File: src/sv/sms_pkg.sv
// Shared types and constants for the sorted matrix staircase search block.
package sms_pkg;

  localparam int MAX_ROWS = 64;
  localparam int MAX_COLS = 64;

  localparam int DATA_W = 32;
  localparam int CFG_W = 7;
  localparam int IDX_W = 6;
  localparam int MEM_DEPTH = MAX_ROWS * MAX_COLS;
  localparam int ADDR_W = (MEM_DEPTH > 1) ? $clog2(MEM_DEPTH) : 1;
  localparam int RCNT_W = $clog2(MAX_ROWS + 1);
  localparam int CCNT_W = $clog2(MAX_COLS + 1);

  localparam int PADDR_W = 3;
  localparam int PDATA_W = 32;
  localparam int REG_IDX_W = 1;

  // Register indexes, taken from paddr above the byte offset.
  localparam logic [REG_IDX_W-1:0] REG_ROW_COUNT = 1'b0;
  localparam logic [REG_IDX_W-1:0] REG_COL_COUNT = 1'b1;

  // Request codes.
  localparam logic REQ_WRITE = 1'b0;
  localparam logic REQ_SEARCH = 1'b1;

  // Read port that holds the entry under the walk.
  localparam logic SEL_LEFT = 1'b0;
  localparam logic SEL_DOWN = 1'b1;

  typedef struct packed {
    logic wr_en;  // store the entry of the accepted write transaction
    logic load;   // capture the target and place the walk at the corner
    logic prime;  // fetch the corner entry
    logic step;   // move one column left or one row down
  } sms_cmd_t;

  typedef struct packed {
    logic active;  // current position lies inside the region in use
    logic hit;     // current entry equals the target
  } sms_sts_t;

endpackage

File: src/sv/sms_ctrl.sv
// Controller of the staircase search: transaction handshakes and walk sequencing.
module sms_ctrl
  import sms_pkg::*;
(
  input  logic     clk_i,
  input  logic     rst_ni,
  input  logic     in_valid_i,
  output logic     in_stall_o,
  input  logic     req_type_i,
  output logic     out_valid_o,
  input  logic     out_stall_i,
  output logic     found_o,
  input  sms_sts_t sts_i,
  output sms_cmd_t cmd_o
);

  typedef enum logic [1:0] {
    ST_IDLE,
    ST_PRIME,
    ST_WALK,
    ST_HOLD
  } state_e;

  state_e state_q, state_d;
  logic   out_valid_q, out_valid_d;
  logic   found_q, found_d;
  logic   pend_q, pend_d;
  logic   accept, slot_free, finish;

  assign in_stall_o  = (state_q != ST_IDLE);
  assign accept      = in_valid_i && !in_stall_o;
  assign slot_free   = !out_valid_q || !out_stall_i;
  assign finish      = (state_q == ST_WALK) && (!sts_i.active || sts_i.hit);
  assign out_valid_o = out_valid_q;
  assign found_o     = found_q;

  always_comb begin
    cmd_o.wr_en = accept && (req_type_i == REQ_WRITE);
    cmd_o.load  = accept && (req_type_i == REQ_SEARCH);
    cmd_o.prime = (state_q == ST_PRIME);
    cmd_o.step  = (state_q == ST_WALK) && !finish;
  end

  always_comb begin
    state_d     = state_q;
    out_valid_d = out_valid_q && out_stall_i;
    found_d     = found_q;
    pend_d      = pend_q;
    unique case (state_q)
      ST_IDLE: begin
        if (cmd_o.load) begin
          state_d = ST_PRIME;
        end
      end
      ST_PRIME: begin
        state_d = ST_WALK;
      end
      ST_WALK: begin
        if (finish) begin
          if (slot_free) begin
            out_valid_d = 1'b1;
            found_d     = sts_i.hit;
            state_d     = ST_IDLE;
          end else begin
            pend_d  = sts_i.hit;
            state_d = ST_HOLD;
          end
        end
      end
      ST_HOLD: begin
        if (slot_free) begin
          out_valid_d = 1'b1;
          found_d     = pend_q;
          state_d     = ST_IDLE;
        end
      end
      default: state_d = ST_IDLE;
    endcase
  end

  always_ff @(posedge clk_i or negedge rst_ni) begin
    if (!rst_ni) begin
      state_q     <= ST_IDLE;
      out_valid_q <= 1'b0;
      found_q     <= 1'b0;
      pend_q      <= 1'b0;
    end else begin
      state_q     <= state_d;
      out_valid_q <= out_valid_d;
      found_q     <= found_d;
      pend_q      <= pend_d;
    end
  end

  a_result_after_walk: assert property (@(posedge clk_i) disable iff (!rst_ni)
    $rose(out_valid_q) |-> ($past(state_q) == ST_WALK || $past(state_q) == ST_HOLD))
    else $error("result raised without a finished search");

  a_write_stays_idle: assert property (@(posedge clk_i) disable iff (!rst_ni)
    cmd_o.wr_en |=> (state_q == ST_IDLE))
    else $error("write transaction started a search");

  a_search_primes: assert property (@(posedge clk_i) disable iff (!rst_ni)
    cmd_o.load |=> (state_q == ST_PRIME))
    else $error("search transaction did not fetch the corner entry");

  a_hold_only_when_busy: assert property (@(posedge clk_i) disable iff (!rst_ni)
    (state_q == ST_HOLD) |-> out_valid_q)
    else $error("result parked while the output register was free");

endmodule

File: config.mk
export PLATFORM = sky130hd
export DESIGN_NAME = sms_ctrl
export DESIGN_NICKNAME = d
export VERILOG_FILES = /design/src/sv/sms_pkg.sv /design/src/sv/sms_ctrl.sv
export SDC_FILE = /design/constraint.sdc
export NUM_CORES = 1
export LEC_CHECK = 0
export ABC_AREA = 1
export BUFFER_PORTS_ARGS = -buffer_cell sky130_fd_sc_hd__buf_2
export CAP_MARGIN = 30
export CORE_AREA = 2 2 39 41
export CTS_CLUSTER_SIZE = 10
export DETAILED_ROUTE_END_ITERATION = 8
export DIE_AREA = 0 0 41 43
export PLACE_DENSITY = 0.46
export SLEW_MARGIN = 5
export SYNTH_ARGS = -nofsm -noshare
export SYNTH_HDL_FRONTEND = slang
export SYNTH_SLANG_ARGS = --single-unit
File: constraint.sdc
create_clock -name clk_i -period 3 [get_ports clk_i]
set_input_delay 0.3 -clock clk_i [delete_from_list [all_inputs] [get_ports clk_i]]
set_output_delay 0.3 -clock clk_i [all_outputs]
set_load 0.01 [all_outputs]
==> flow_summary.json <==
{
  "drc": 0,
  "viasPerCell": 4.03,
  "setup_viol": 0,
  "grt_pass1_wl_um": 1060,
  "fin_crit_sh": 0.498,
  "detail_route.wl_per_cell_um": 8.42,
  "yosys.area.top_type_share": 0.392,
  "cts-hold-fix-buffers": 1,
  "worst-endpoint-required_ps": 2700,
  "crit_fanout": 8,
  "postRouteWirelength_um": 665,
  "io_pins": 14,
  "startpoint_type": "flop",
  "grt_setup_unrepaired": "false",
  "dp_hpwl_um": 540,
  "first_iter_violations": 1,
  "slew_headroom": 0.829,
  "io_buffers": 13,
  "clock_tree.root_cell": "clkbuf_4",
  "syn_nets": 53,
  "area_delta_synth_final_pct": 34.5,
  "die_area_mm2": 0.00176,
  "min_period_ps": 1490,
  "max_freq_ghz": 0.669,
  "grt_use_total": 0.0958,
  "ys_seq_area_frac": 0.392,
  "crit_type": "reg -> out",
  "htree_levels": 1,
  "rows": 14,
  "hold_class": "in -> reg",
  "drive_gt1_frac": 0.349,
  "antenna_cells": 0,
  "drtPass1Iterations": 4,
  "vias": 318,
  "numCtsBuffers": 3,
  "fill_cells": 153,
  "hold_viol_final": 0,
  "yosys_register_bits": 5,
  "avgSynthCellArea_um2": 6.94,
  "synth_cell_types": 15,
  "drv_slew": 0,
  "path_clk_slew_ps": 40,
  "power.density_mw_per_mm2": 841,
  "die_y_um": 43,
  "end_kind": "primary output",
  "core_mm2": 0.00138,
  "cts.path.max_buffers": 2,
  "clk_latency_ps": 240,
  "utilization": 0.310,
  "grt_pass1_vias": 262,
  "status": "finished, final reports clean",
  "synth_cells": 46,
  "overflow": 0,
  "place_congestion": 0.705,
  "postCtsResizedCells": 0,
  "netlist_area_um2": 319,
  "worst_pin_slew_ps": 256,
  "finalSetupTns_ps": 0,
  "max-cap-violations": 0,
  "yosys_warnings": 0,
  "ant_nets": 0,
  "start_util": 0.231,
  "leakage_uw": 0.000245,
  "cts_setup_buffers": 0,
  "ir_drop_uv": 189,
  "cts_tree": "yes",
  "antenna_found_initial": 0,
  "netlist_top_cells_area": "dfrtp_1, nand2_1, inv_1",
  "cp.arrival_ps": 1190,
  "grt_max_degree": 9,
  "clock-sinks": 5,
  "nets": 71,
  "synth_top_cell_by_area": "dfrtp_1",
  "finClkSkew_ps": 4.94,
  "die_w_um": 41
}
## critical path, cell delays in order (launching register included)
cell     delay, ps
dfrtp_1        460
nor2_1         190
nand2_1         90
nor2_1          90
buf_2          130
## Yosys cell counts (all sizes together)
master / instances
nor2: 9
buf: 1
inv: 9
o21ai: 4
a21oi: 1
nor3: 1
nand2: 12
nand3: 4
dfrtp: 5
## per-layer routing
layer	global-route usage	routed length (um)	vias to the layer above
met3	0.0314	30	2
li1	-	-	174
met4	0.120	13	0
met2	0.109	301	10
met1	0.117	320	132
met5	0	0	-
## power breakdown
| group | internal, uW | switching, uW | total (uW) | leakage [uW] |
|---|---|---|---|---|
| logic | 64.1 | 93.9 | 158 | 0.000169 |
| clock network | 50.2 | 26.3 | 76.5 | 0.0000150 |
| registers | 97.6 | 28.9 | 127 | 0.0000615 |
## placed cells by master (no fill, tap or decap), types with 2 or more instances in the layout
master	synthesis	final
clkbuf_4	0	3
dfrtp_1	5	5
nor2_2	2	2
nand2_1	11	11
nor2_1	6	6
buf_2	0	13
inv_1	8	8
o21ai_1	3	3
nand3_1	3	3
## stage by stage
step	area [um2]	hold WS (ps)	power, uW	setup WS (ps)	std cells
2_1_floorplan	319	4.41	240	1840	46
3_3_place_gp	393	124	287	1780	74
3_5_place_dp	393	124	287	1740	74
4_1_cts	429	298	369	1480	79
5_1_grt	429	312	399	1390	79
6_report	429	306	361	1510	79
## cell families (layout without fill, tap and decap cells)
| logic type | count (synthesis) | after routing | share of synthesized area |
|---|---|---|---|
| flip-flops | 5 | 5 | 0.392 |
| AND/OR/NAND/NOR | 26 | 26 | 0.388 |
| buffers and inverters | 10 | 27 | 0.141 |
| AO/OA/AOI/OAI | 5 | 5 | 0.0784 |
## state kept, by name, indices dropped and copies added, names as in the netlist
signal	cells
found_o	1
out_valid_o	1
pend_q	1
state_q	2
## layout make-up
class / instances / area (um2) / share of cell area
flip-flops and latches: 5 / 125 / 0.292
repair buffers: 14 / 75.1 / 0.175
well taps: 16 / 20.0 / 0.0466
inverters: 9 / 33.8 / 0.0787
multi-input cells: 31 / 149 / 0.347
clock buffers: 4 / 26.3 / 0.0612
## worst paths after layout
check / start / to / slack [ps] / cells after the start
worst max-delay path: state_q[1]$_DFFE_PN0P_ / cmd_o[3] / 1510 / 4
worst min-delay path: sts_i[0] / pend_q$_DFFE_PN0P_ / 310 / 3
worst max register to register: state_q[1]$_DFFE_PN0P_ / state_q[0]$_DFFE_PN0P_ / 1970 / 5
worst min register to register: found_o$_DFFE_PN0P_ / found_o$_DFFE_PN0P_ / 480 / 2
max in group asynchronous: rst_ni / out_valid_o$_DFF_PN0_ / 2460 / 2
min in group asynchronous: rst_ni / found_o$_DFFE_PN0P_ / 400 / 2
(Power assumes the default switching activity.)
